`src/rtl/rrst_pkg.sv`:
```
// rrst_pkg: shared types and constants for the receive reorder / sack tracker
// holds the transaction structs, status codes, state encoding and run-queue control
// no dependencies
package rrst_pkg;

    localparam int SEQ_W = 32;

    // arrival or query, from the kind field of an input transaction
    localparam logic KIND_ARRIVAL = 1'b0;
    localparam logic KIND_QUERY   = 1'b1;

    typedef enum logic [2:0] {
        ST_INORDER   = 3'd0,
        ST_BUFFERED  = 3'd1,
        ST_DUPLICATE = 3'd2,
        ST_DROPPED   = 3'd3,
        ST_QUERY     = 3'd4
    } t_status;

    typedef enum logic [2:0] {
        S_IDLE,
        S_ARRIVE,
        S_ABSORB,
        S_SCAN,
        S_QOUT
    } t_state;

    typedef struct packed {
        logic             kind;
        logic [SEQ_W-1:0] seq;
    } t_in;

    typedef struct packed {
        logic [SEQ_W-1:0] cum_ack;
        t_status          status;
        logic             block_valid;
        logic [SEQ_W-1:0] block_start;
        logic [SEQ_W-1:0] block_end;
        logic             last;
    } t_out;

    typedef struct packed {
        logic clear;
        logic push;
        logic pop;
    } t_rq_ctrl;

endpackage

```
`src/rtl/rrst_run_queue.sv`:
```
// rrst_run_queue: keeps the most recent closed runs of a bitmap scan as offsets
// oldest entry sits at position zero; a push into a full queue drops the oldest
// depends on rrst_pkg
module rrst_run_queue import rrst_pkg::*; #(
    parameter int DEPTH = 4,
    parameter int OFF_W = 6
) (
    input  logic                           i_clk,
    input  logic                           i_rst_n,
    input  t_rq_ctrl                       i_ctrl,
    input  logic [OFF_W-1:0]               i_start_off,
    input  logic [OFF_W-1:0]               i_end_off,
    output logic [OFF_W-1:0]               o_head_start,
    output logic [OFF_W-1:0]               o_head_end,
    output logic [$clog2(DEPTH+1)-1:0]     o_count
);

    localparam int CNT_W = $clog2(DEPTH + 1);
    localparam int IDX_W = (DEPTH > 1) ? $clog2(DEPTH) : 1;

    logic [OFF_W-1:0] r_start [DEPTH];
    logic [OFF_W-1:0] r_end   [DEPTH];
    logic [CNT_W-1:0] r_count;
    logic             w_full;

    assign w_full = (r_count == CNT_W'(DEPTH));

    always_ff @(posedge i_clk) begin
        if (!i_rst_n) begin
            r_count <= '0;
        end else begin
            priority if (i_ctrl.clear) begin
                r_count <= '0;
            end else if (i_ctrl.push) begin
                if (!w_full) begin
                    r_count <= r_count + CNT_W'(1);
                end
            end else if (i_ctrl.pop) begin
                r_count <= r_count - CNT_W'(1);
            end
        end
    end

    // shift down on pop or on push into a full queue
    always_ff @(posedge i_clk) begin
        if (i_ctrl.push && !w_full) begin
            r_start[r_count[IDX_W-1:0]] <= i_start_off;
            r_end[r_count[IDX_W-1:0]]   <= i_end_off;
        end else if (i_ctrl.push || i_ctrl.pop) begin
            for (int i = 0; i < DEPTH - 1; i++) begin
                r_start[i] <= r_start[i+1];
                r_end[i]   <= r_end[i+1];
            end
            if (i_ctrl.push) begin
                r_start[DEPTH-1] <= i_start_off;
                r_end[DEPTH-1]   <= i_end_off;
            end
        end
    end

    assign o_head_start = r_start[0];
    assign o_head_end   = r_end[0];
    assign o_count      = r_count;

endmodule

```
`src/rtl/receive_reorder_sack_tracker_unit.sv`:
```
// receive_reorder_sack_tracker_unit: arrival tracking and sack run reporting
// arrival: registered and classified; an in-order advance then absorbs the buffered run
// query: the window is scanned, then one result per cycle (one result if empty)
// throughput: one transaction at a time; busy stays high until its last result is formed
// the bitmap scan walks one bit per cycle through a shift register copy of the window
// synchronous active-low reset clears the cumulative point, the bitmap and all control
module receive_reorder_sack_tracker_unit import rrst_pkg::*; #(
    parameter int WINDOW     = 64,
    parameter int MAX_BLOCKS = 4
) (
    input  logic i_clk,
    input  logic i_rst_n,
    input  logic start,
    output logic busy,
    input  t_in  i_item,
    output logic o_valid,
    output t_out o_result
);

    // offset of a number above the cumulative point, and the scan counter
    localparam int OFF_W = (WINDOW > 1) ? $clog2(WINDOW) : 1;
    localparam int CNT_W = $clog2(WINDOW + 1);
    localparam int QC_W  = $clog2(MAX_BLOCKS + 1);

    // architectural state
    t_state             r_state, n_state;
    logic [SEQ_W-1:0]   r_cp, n_cp;
    logic [WINDOW-1:0]  r_map, n_map;

    // arrival and scan working registers
    logic [SEQ_W-1:0]   r_seq, n_seq;
    logic [WINDOW-1:0]  r_scan, n_scan;
    logic [CNT_W-1:0]   r_idx, n_idx;
    logic               r_inrun, n_inrun;
    logic [OFF_W-1:0]   r_rs, n_rs;
    logic [OFF_W-1:0]   r_re, n_re;

    // result register
    logic               r_valid, n_valid;
    t_out               r_res, n_res;

    // run queue
    t_rq_ctrl           w_qctrl;
    logic [OFF_W-1:0]   w_head_s;
    logic [OFF_W-1:0]   w_head_e;
    logic [QC_W-1:0]    w_qcount;

    // arrival compare: distance above the cumulative point, no wrap
    logic [SEQ_W:0]     w_dist;
    logic               w_old;
    logic [OFF_W-1:0]   w_bitpos;
    logic [OFF_W-1:0]   w_off;

    assign w_dist   = {1'b0, r_seq} - {1'b0, r_cp};
    assign w_old    = (r_seq <= r_cp);
    // distance minus one, taken modulo the window width
    assign w_bitpos = OFF_W'(w_dist[OFF_W-1:0] - OFF_W'(1));
    assign w_off    = r_idx[OFF_W-1:0];

    rrst_run_queue #(
        .DEPTH (MAX_BLOCKS),
        .OFF_W (OFF_W)
    ) u_run_queue (
        .i_clk        (i_clk),
        .i_rst_n      (i_rst_n),
        .i_ctrl       (w_qctrl),
        .i_start_off  (r_rs),
        .i_end_off    (r_re),
        .o_head_start (w_head_s),
        .o_head_end   (w_head_e),
        .o_count      (w_qcount)
    );

    always_ff @(posedge i_clk) begin
        if (!i_rst_n) begin
            r_state <= S_IDLE;
            r_cp    <= '0;
            r_map   <= '0;
            r_valid <= 1'b0;
            r_inrun <= 1'b0;
        end else begin
            r_state <= n_state;
            r_cp    <= n_cp;
            r_map   <= n_map;
            r_valid <= n_valid;
            r_inrun <= n_inrun;
        end
    end

    // payload registers, no reset needed
    always_ff @(posedge i_clk) begin
        r_seq  <= n_seq;
        r_scan <= n_scan;
        r_idx  <= n_idx;
        r_rs   <= n_rs;
        r_re   <= n_re;
        r_res  <= n_res;
    end

    always_comb begin
        n_state = r_state;
        n_cp    = r_cp;
        n_map   = r_map;
        n_seq   = r_seq;
        n_scan  = r_scan;
        n_idx   = r_idx;
        n_inrun = r_inrun;
        n_rs    = r_rs;
        n_re    = r_re;
        n_valid = 1'b0;
        n_res   = r_res;
        w_qctrl = '0;

        unique case (r_state)
            S_IDLE: begin
                if (start) begin
                    if (i_item.kind == KIND_QUERY) begin
                        // snapshot the window, then scan it bit by bit
                        n_scan        = r_map;
                        n_idx         = '0;
                        n_inrun       = 1'b0;
                        w_qctrl.clear = 1'b1;
                        n_state       = S_SCAN;
                    end else begin
                        n_seq   = i_item.seq;
                        n_state = S_ARRIVE;
                    end
                end
            end

            S_ARRIVE: begin
                n_res.block_valid = 1'b0;
                n_res.block_start = '0;
                n_res.block_end   = '0;
                n_res.last        = 1'b1;
                priority if (w_old) begin
                    n_res.status = ST_DUPLICATE;
                    n_valid      = 1'b1;
                    n_state      = S_IDLE;
                end else if (w_dist == (SEQ_W+1)'(1)) begin
                    // in-order: advance, then absorb any buffered run that follows
                    n_cp         = r_seq;
                    n_map        = r_map >> 1;
                    n_res.status = ST_INORDER;
                    if (n_map[0]) begin
                        n_state = S_ABSORB;
                    end else begin
                        n_valid = 1'b1;
                        n_state = S_IDLE;
                    end
                end else if (w_dist <= (SEQ_W+1)'(WINDOW)) begin
                    for (int i = 0; i < WINDOW; i++) begin
                        if (w_bitpos == OFF_W'(i)) begin
                            n_map[i] = 1'b1;
                        end
                    end
                    n_res.status = ST_BUFFERED;
                    n_valid      = 1'b1;
                    n_state      = S_IDLE;
                end else begin
                    n_res.status = ST_DROPPED;
                    n_valid      = 1'b1;
                    n_state      = S_IDLE;
                end
                n_res.cum_ack = n_cp;
            end

            S_ABSORB: begin
                // one buffered number per cycle
                n_cp          = r_cp + SEQ_W'(1);
                n_map         = r_map >> 1;
                n_res.cum_ack = n_cp;
                if (!n_map[0]) begin
                    n_valid = 1'b1;
                    n_state = S_IDLE;
                end
            end

            S_SCAN: begin
                // shifted-in zeros close a run that touches the window top
                if (r_scan[0]) begin
                    if (!r_inrun) begin
                        n_rs = w_off;
                    end
                    n_re    = w_off;
                    n_inrun = 1'b1;
                end else if (r_inrun) begin
                    w_qctrl.push = 1'b1;
                    n_inrun      = 1'b0;
                end
                n_scan = r_scan >> 1;
                n_idx  = r_idx + CNT_W'(1);
                if (r_idx == CNT_W'(WINDOW)) begin
                    n_state = S_QOUT;
                end
            end

            S_QOUT: begin
                n_res.cum_ack = r_cp;
                n_res.status  = ST_QUERY;
                n_valid       = 1'b1;
                if (w_qcount == '0) begin
                    n_res.block_valid = 1'b0;
                    n_res.block_start = '0;
                    n_res.block_end   = '0;
                    n_res.last        = 1'b1;
                    n_state           = S_IDLE;
                end else begin
                    n_res.block_valid = 1'b1;
                    n_res.block_start = r_cp + SEQ_W'(w_head_s) + SEQ_W'(1);
                    n_res.block_end   = r_cp + SEQ_W'(w_head_e) + SEQ_W'(1);
                    n_res.last        = (w_qcount == QC_W'(1));
                    w_qctrl.pop       = 1'b1;
                    if (w_qcount == QC_W'(1)) begin
                        n_state = S_IDLE;
                    end
                end
            end

            default: begin
                n_state = S_IDLE;
            end
        endcase
    end

    assign busy     = (r_state != S_IDLE);
    assign o_valid  = r_valid;
    assign o_result = r_res;

endmodule

```
`config.mk`:
```
export PLATFORM = sky130hd
export DESIGN_NAME = receive_reorder_sack_tracker_unit
export DESIGN_NICKNAME = d
export VERILOG_FILES = /design/src/rtl/rrst_pkg.sv /design/src/rtl/rrst_run_queue.sv /design/src/rtl/receive_reorder_sack_tracker_unit.sv
export SDC_FILE = /design/constraint.sdc
export NUM_CORES = 1
export LEC_CHECK = 0
export BUFFER_PORTS_ARGS = -buffer_cell sky130_fd_sc_hd__buf_4
export CORE_AREA = 5 5 220 222
export DETAILED_ROUTE_END_ITERATION = 8
export DIE_AREA = 0 0 225 227
export HOLD_SLACK_MARGIN = 0.05
export PLACE_DENSITY = 0.63
export SYNTH_ARGS = -nofsm -noshare
export SYNTH_HDL_FRONTEND = slang
export SYNTH_SLANG_ARGS = --single-unit
export TNS_END_PERCENT = 20
```
`constraint.sdc`:
```
create_clock -name i_clk -period 4.6 [get_ports i_clk]
set_input_delay 0.69 -clock i_clk [delete_from_list [all_inputs] [get_ports i_clk]]
set_output_delay 0.69 -clock i_clk [all_outputs]
set_load 0.005 [all_outputs]
```
; ---- Yosys cells after proc, flatten, opt, wreduce, memory -nomap -nowiden
; Memories as Yosys holds them, arrays and structs flattened.
; Cells that the tools add are included.
[word_totals]
register_bits = 320
ramBits = 48
inputBits = 36
out_inout_bits = 103
wordCells = 452
n_memories = 2
[op_classes]
add_sub_neg = 10
magnitude_cmp = 2
eq_ne = 143
mux = 127
bitwise = 3
reduce_logical = 85
[mem_list]
columns = name, words, word_bits, rd, rd_clocked_by_memory_dff, wr, line_no
row1 = u_run_queue.r_end, 4, 6, 4, 0, 4, rrst_run_queue.sv:22  ; logic [OFF_W-1:0] r_end [DEPTH];
row2 = u_run_queue.r_start, 4, 6, 4, 0, 4, rrst_run_queue.sv:21  ; logic [OFF_W-1:0] r_start [DEPTH];
[ops]
columns = cell, count
row1 = 64-bit two-way mux, 5
row2 = 4-bit AND reduction, 65
row3 = 64-bit case mux with 2 select lines, 2
row4 = 3-bit != test (second input constant), 66
row5 = 6-bit == test (second input constant), 32
row6 = 69-bit case mux with 2 select lines, 1
row7 = 32-bit by 1-bit adder with 32-bit output (second input constant), 3
row8 = 6-bit by 5-bit == test with 1-bit output (second input constant), 16
row9 = 32-bit case mux with 3 select lines, 1
row10 = 1-bit two-way mux, 89
row11 = 66-bit two-way mux, 1
row12 = 32-bit by 6-bit adder with 32-bit output, 2
row13 = 32-bit two-way mux, 2
row14 = 32-bit case mux with 2 select lines, 1
row15 = 6-bit by 4-bit == test with 1-bit output (second input constant), 8
row16 = 33-bit by 1-bit == test with 1-bit output (second input constant), 1
row17 = 33-bit by 7-bit less-or-equal comparator with 1-bit output (second input constant), 1
row18 = 32-bit by 32-bit subtractor with 33-bit output, 1
row19 = 32-bit less-or-equal comparator, 1
row20 = 3-bit two-way mux, 10
row21 = 6-bit by 3-bit == test with 1-bit output (second input constant), 4
row22 = 3-bit case mux with 5 select lines, 1
row23 = 2-bit two-way mux, 7
row24 = 7-bit two-way mux, 2
row25 = 27 further kinds, 48

; ---- Logic depth before layout (Yosys ltp)
[depth]
ltp_word = 9
depth_mapped = 17
ltp_nobuf = 14

; ---- Cells and area by module
; Synthesis repeated with hierarchy kept, for this count alone.
[unflattened]
cells_unflattened = 2054
area_unflattened_um2 = 19840.3
[modules_own_cells]
columns = module, instances, cells_each, area_per_inst_um2, seq_area_each_um2
row1 = receive_reorder_sack_tracker_unit, 1, 1935, 17616.9, 8508.2
row2 = rrst_run_queue, 1, 119, 2223.4, 1501.4

; ---- Worst setup path after synthesis
; OpenSTA, ideal clock, no wires.
[synth_path]
path_kind = register to register
startpoint = register r_state[1]
endpoint = register r_inrun
setup_ps = 132
arrival_time_ps = 4739
t_required_ps = 4468
path_slack_ps = -271
path_stages_with_launch = 7
n_path_buf = 1
synth_period_minus_slack_ps = 4871
path_cell_list = dfxtp_1 > clkbuf_1 > nor3_1 > nand2_1 > a21oi_1 > nand2b_1 > a21oi_1
[synth_via]
elab_chain_cells = 3
elab_cells_between_ends = 7
classes_between = eq/ne (3) / mux (1) / reduce/logical (3)
[synth_lines]
columns = item, line_no
row1 = "start, declared", receive_reorder_sack_tracker_unit.sv:26  ; t_state r_state, n_state;
row2 = "start signal, assigned", receive_reorder_sack_tracker_unit.sv:82  ; r_state <= n_state;
row3 = 3-bit by 2-bit == test with 1-bit output / 3-bit logical NOT (equally long branches), receive_reorder_sack_tracker_unit.sv:114  ; unique case (r_state)
row4 = 2-bit nonzero test (no line) / 2-bit != test (equally long branches), --
row5 = 3-bit AND reduction (no line), --
row6 = "end signal, assigned", receive_reorder_sack_tracker_unit.sv:86  ; r_inrun <= n_inrun;
row7 = "end, declared", receive_reorder_sack_tracker_unit.sv:34  ; logic r_inrun, n_inrun;
; Parallel ways exist; a longest one is shown, timed or not.
; A chain may end at the register's enable or synchronous reset.

; ---- Final worst setup path
[layout_path]
startpoint = register r_seq[0]
endpoint = register r_map[39]
[layout_via]
elab_chain_cells = 5
elab_cells_between_ends = 13
classes_between = add/sub (2) / order compare (2) / eq/ne (5) / mux (3) / reduce/logical (1)
[layout_lines]
columns = item, line_no
row1 = "start, declared", receive_reorder_sack_tracker_unit.sv:31  ; logic [SEQ_W-1:0] r_seq, n_seq;
row2 = "start signal, assigned", receive_reorder_sack_tracker_unit.sv:92  ; r_seq <= n_seq;
row3 = "parallel branches: the longest is 5 deep, another holds 32-bit by 32-bit subtractor with 33-bit output", --
row4 = "end signal, assigned", receive_reorder_sack_tracker_unit.sv:84  ; r_map <= n_map;
row5 = "end, declared", receive_reorder_sack_tracker_unit.sv:28  ; logic [WINDOW-1:0] r_map, n_map;
; Several ways; the timed one is not identified. The select of a mux whose other input is x is not followed.

==> impl_metrics.env <==
export IMPL_outcome="finished, final reports clean"
export IMPL_place_hpwl_um=43900
export IMPL_fin_nets=2425
export IMPL_io_buffers=138
export IMPL_drive_gt1_share_pct=17.3
export IMPL_path_clk_slew_ns=0.06
export IMPL_rsz0062_at_grt="no"
export IMPL_cts_sinks=368
export IMPL_ant_nets=0
export IMPL_required_ns=5.10
export IMPL_skew_ns=0.0256
export IMPL_die_area_um2=51100
export IMPL_synth_edf_count=264
export IMPL_drtIter0Drc=1252
export IMPL_post_drt_wl_per_cell_um=20.7
export IMPL_reg2regPathDepth=16
export IMPL_critPathKind="reg -> reg"
export IMPL_cp_start_kind="flip-flop"
export IMPL_num_antenna_cells=0
export IMPL_core_area_um2=46200
export IMPL_clock_root_buffer="clkbuf_16"
export IMPL_synth_cell_types=87
export IMPL_hp_class="in -> reg"
export IMPL_min_from="i_item[12]"
export IMPL_syn_to_final_growth_pct=18.4
export IMPL_cap_violations=0
export IMPL_cts_tree="built"
export IMPL_final_cell_count_no_fill=2973
export IMPL_antenna_found_initial=0
export IMPL_dpl_cell_count=2895
export IMPL_cp_end_kind="flip-flop"
export IMPL_min_path_cells=1
export IMPL_setup_viol=0
export IMPL_synth_fp_nets=2256
export IMPL_powerDensity_nw_per_um2=342
export IMPL_power_leakage_nw=8.72
export IMPL_vdd_drop_max_v=0.000279
export IMPL_h_tree_depth=2
export IMPL_initial_core_util_pct=44.4
export IMPL_yosys_top_cells_count="nand2_1, edfxtp_1, nor2_1"
export IMPL_tightest_slew_ns=1.24
export IMPL_wl_um=61600
export IMPL_cts_buffers=41
export IMPL_firstDrtPassIters=6
export IMPL_drv_slew=0
export IMPL_synth_seq_cells=368
export IMPL_clk_latency_ns=0.57
export IMPL_reg2reg_to="r_map[39]$_SDFFE_PN0P_"
export IMPL_crit_fanout=16
export IMPL_pin_count=139
export IMPL_drc_errors=0
export IMPL_postSynthCellCount=2165
export IMPL_timing_final_crit_share_pct=94.4
export IMPL_via_count=17039
export IMPL_rows=79
export IMPL_ys_top_cells_by_area="edfxtp_1, dfxtp_1, nand2_1"
export IMPL_synthFlopType="edfxtp_1"
export IMPL_postSynthAreaPerCell_um2=9.47
export IMPL_die_h_um=227
export IMPL_gr_usage_all_layers_pct=23.3
export IMPL_synth_top_area_share_pct=38.7
export IMPL_clockBufferDepth=3
export IMPL_async_reset_ff_share_pct=0
export IMPL_grt_max_degree=81
export IMPL_cts_hold_buffers=0
export IMPL_rrSetupSlack_ns=0.26
export IMPL_die_w_um=225
export IMPL_yosys_warnings=0
export IMPL_synth_most_common_cell="nand2_1"
export IMPL_yosysSeqAreaShare_pct=48.8
export IMPL_arrival_ns=4.84
export IMPL_period_needed_ns=4.34
export IMPL_synth_top_cell_by_area="edfxtp_1"
export IMPL_vias_per_cell=5.73
export IMPL_grt_pass1_wl_um=93400
export IMPL_whs_ns=0.292
export IMPL_grt_overflow_total=0
export IMPL_syn_area_um2=20500
export IMPL_min_to="r_seq[12]$_DFFE_PP_"
export IMPL_fmax_mhz=230
export IMPL_maxSlewHeadroom_pct=16.7
export IMPL_hold_viol_final=0
export IMPL_grt_pass1_vias=16265
export IMPL_r2r_start="r_seq[0]$_DFFE_PP_"
export IMPL_place_congestion=0.968
stage by stage:
stage	util [%]	total power, W	instance area (µm²)	TNS, ns	worst slack (ns)
floorplan	-	0.00463	20500	0	0.264
global placement	49.6	0.00507	22900	-0.0299	-0.0299
detailed placement	49.6	0.00509	22900	-0.781	-0.0720
CTS	52.5	0.00837	24200	0	0.0761
global route	52.6	0.00863	24300	0	0.00897
finish	52.6	0.00830	24300	0	0.256
worst max-delay path, stage by stage (launching register included):
cell	delay, ns
edfxtp_1	0.44
inv_1	0.09
ha_1	0.17
inv_1	0.06
fa_1	0.43
a21o_1	0.22
a221o_1	0.39
and3_1	0.20
or4_1	0.52
nor4b_2	0.34
buf_4	0.17
nand4_1	0.10
o31a_2	0.39
buf_12	0.18
buf_12	0.16
a211oi_2	0.19
mux2i_1	0.21
layout make-up:
cell class	instances	area, µm²
fillers	4145	21900
flip-flops and latches	368	10000
multi-input cells	1590	9820
repair buffers	266	2110
clock buffers	49	1110
well taps	607	759
inverters	67	251
clock inverters	26	234
worst max-delay path by stage:
stage	startpoint	slack (ns)	end
3_5_place_dp	r_seq[8]$_DFFE_PP_	-0.07	r_map[27]$_SDFFE_PN0P_
6_report	r_seq[0]$_DFFE_PP_	0.26	r_map[39]$_SDFFE_PN0P_
5_1_grt	r_seq[6]$_DFFE_PP_	0.009	r_cp[17]$_SDFFE_PN0P_
3_3_place_gp	r_seq[0]$_DFFE_PP_	-0.03	r_map[27]$_SDFFE_PN0P_
4_1_cts	r_seq[8]$_DFFE_PP_	0.08	o_result[99]$_DFFE_PP_
2_1_floorplan	r_cp[14]$_SDFFE_PN0P_	0.26	o_result[95]$_DFFE_PP_
logic make-up after synthesis:
logic type / after synthesis / share of synthesized area (%)
mux: 76 / 3.73
flops: 368 / 48.8
simple gates: 894 / 19.2
compound gates: 478 / 17.1
xor+xnor: 86 / 3.67
fa+ha+maj: 55 / 3.46
buf+inv: 208 / 3.99
flip-flops by register name, summed over array words and instances (netlist names):
signal and count:
r_scan 64, r_idx 7, o_valid 1, r_state 3, r_rs 6, u_run_queue.r_end 24
u_run_queue.r_start 24, r_cp 32, r_inrun 1, r_seq 32, o_result 101, r_map 64
u_run_queue.o_count 3, r_re 6
power breakdown:
part | leakage [nW] | internal, W | switching, W
clock network | 0.658 | 0.00190 | 0.00137
logic | 4.73 | 0.000423 | 0.000695
registers | 3.33 | 0.00379 | 0.000127
total | 8.72 | 0.00611 | 0.00220
layout by cell type, fill, tap and decap left out, types with 9 or more instances in the layout:
cell type	count
nand4_1	30
nor2b_1	12
and3_1	16
xnor2_1	77
clkinv_1	16
inv_1	58
nand3_1	43
nor3_1	35
a221o_1	30
a211oi_1	39
o21a_1	16
nand2b_1	11
a21oi_1	88
nor4_1	16
o211ai_1	10
and2_1	11
o2111a_1	9
clkinv_2	10
o22ai_1	9
xor2_1	9
clkbuf_16	42
buf_12	9
a21o_1	13
a31oi_1	11
o21ai_1	29
buf_4	256
nand2_1	508
o21ai_0	96
or3_1	25
mux2i_1	73
edfxtp_1	264
nor2_1	147
dfxtp_1	104
ha_1	52
a211oi_2	37
what timing repair did:
action / in CTS / in global routing
pin swaps: 1 / 1
buffers inserted: 2 / 0
resized for setup: 0 / 10
gates cloned: 0 / 1
endpoints found under the setup margin: 62 / 72
routing by layer:
layer | track usage (%) | share of wire, % | vias to the layer above
met5 | 0 | 0 | -
li1 | - | - | 8177
met1 | 30.5 | 41 | 8141
met2 | 39.0 | 48 | 592
met3 | 3.25 | 6.1 | 129
met4 | 9.66 | 4.3 | 0
No activity file was read; power rests on OpenSTA's default activity.
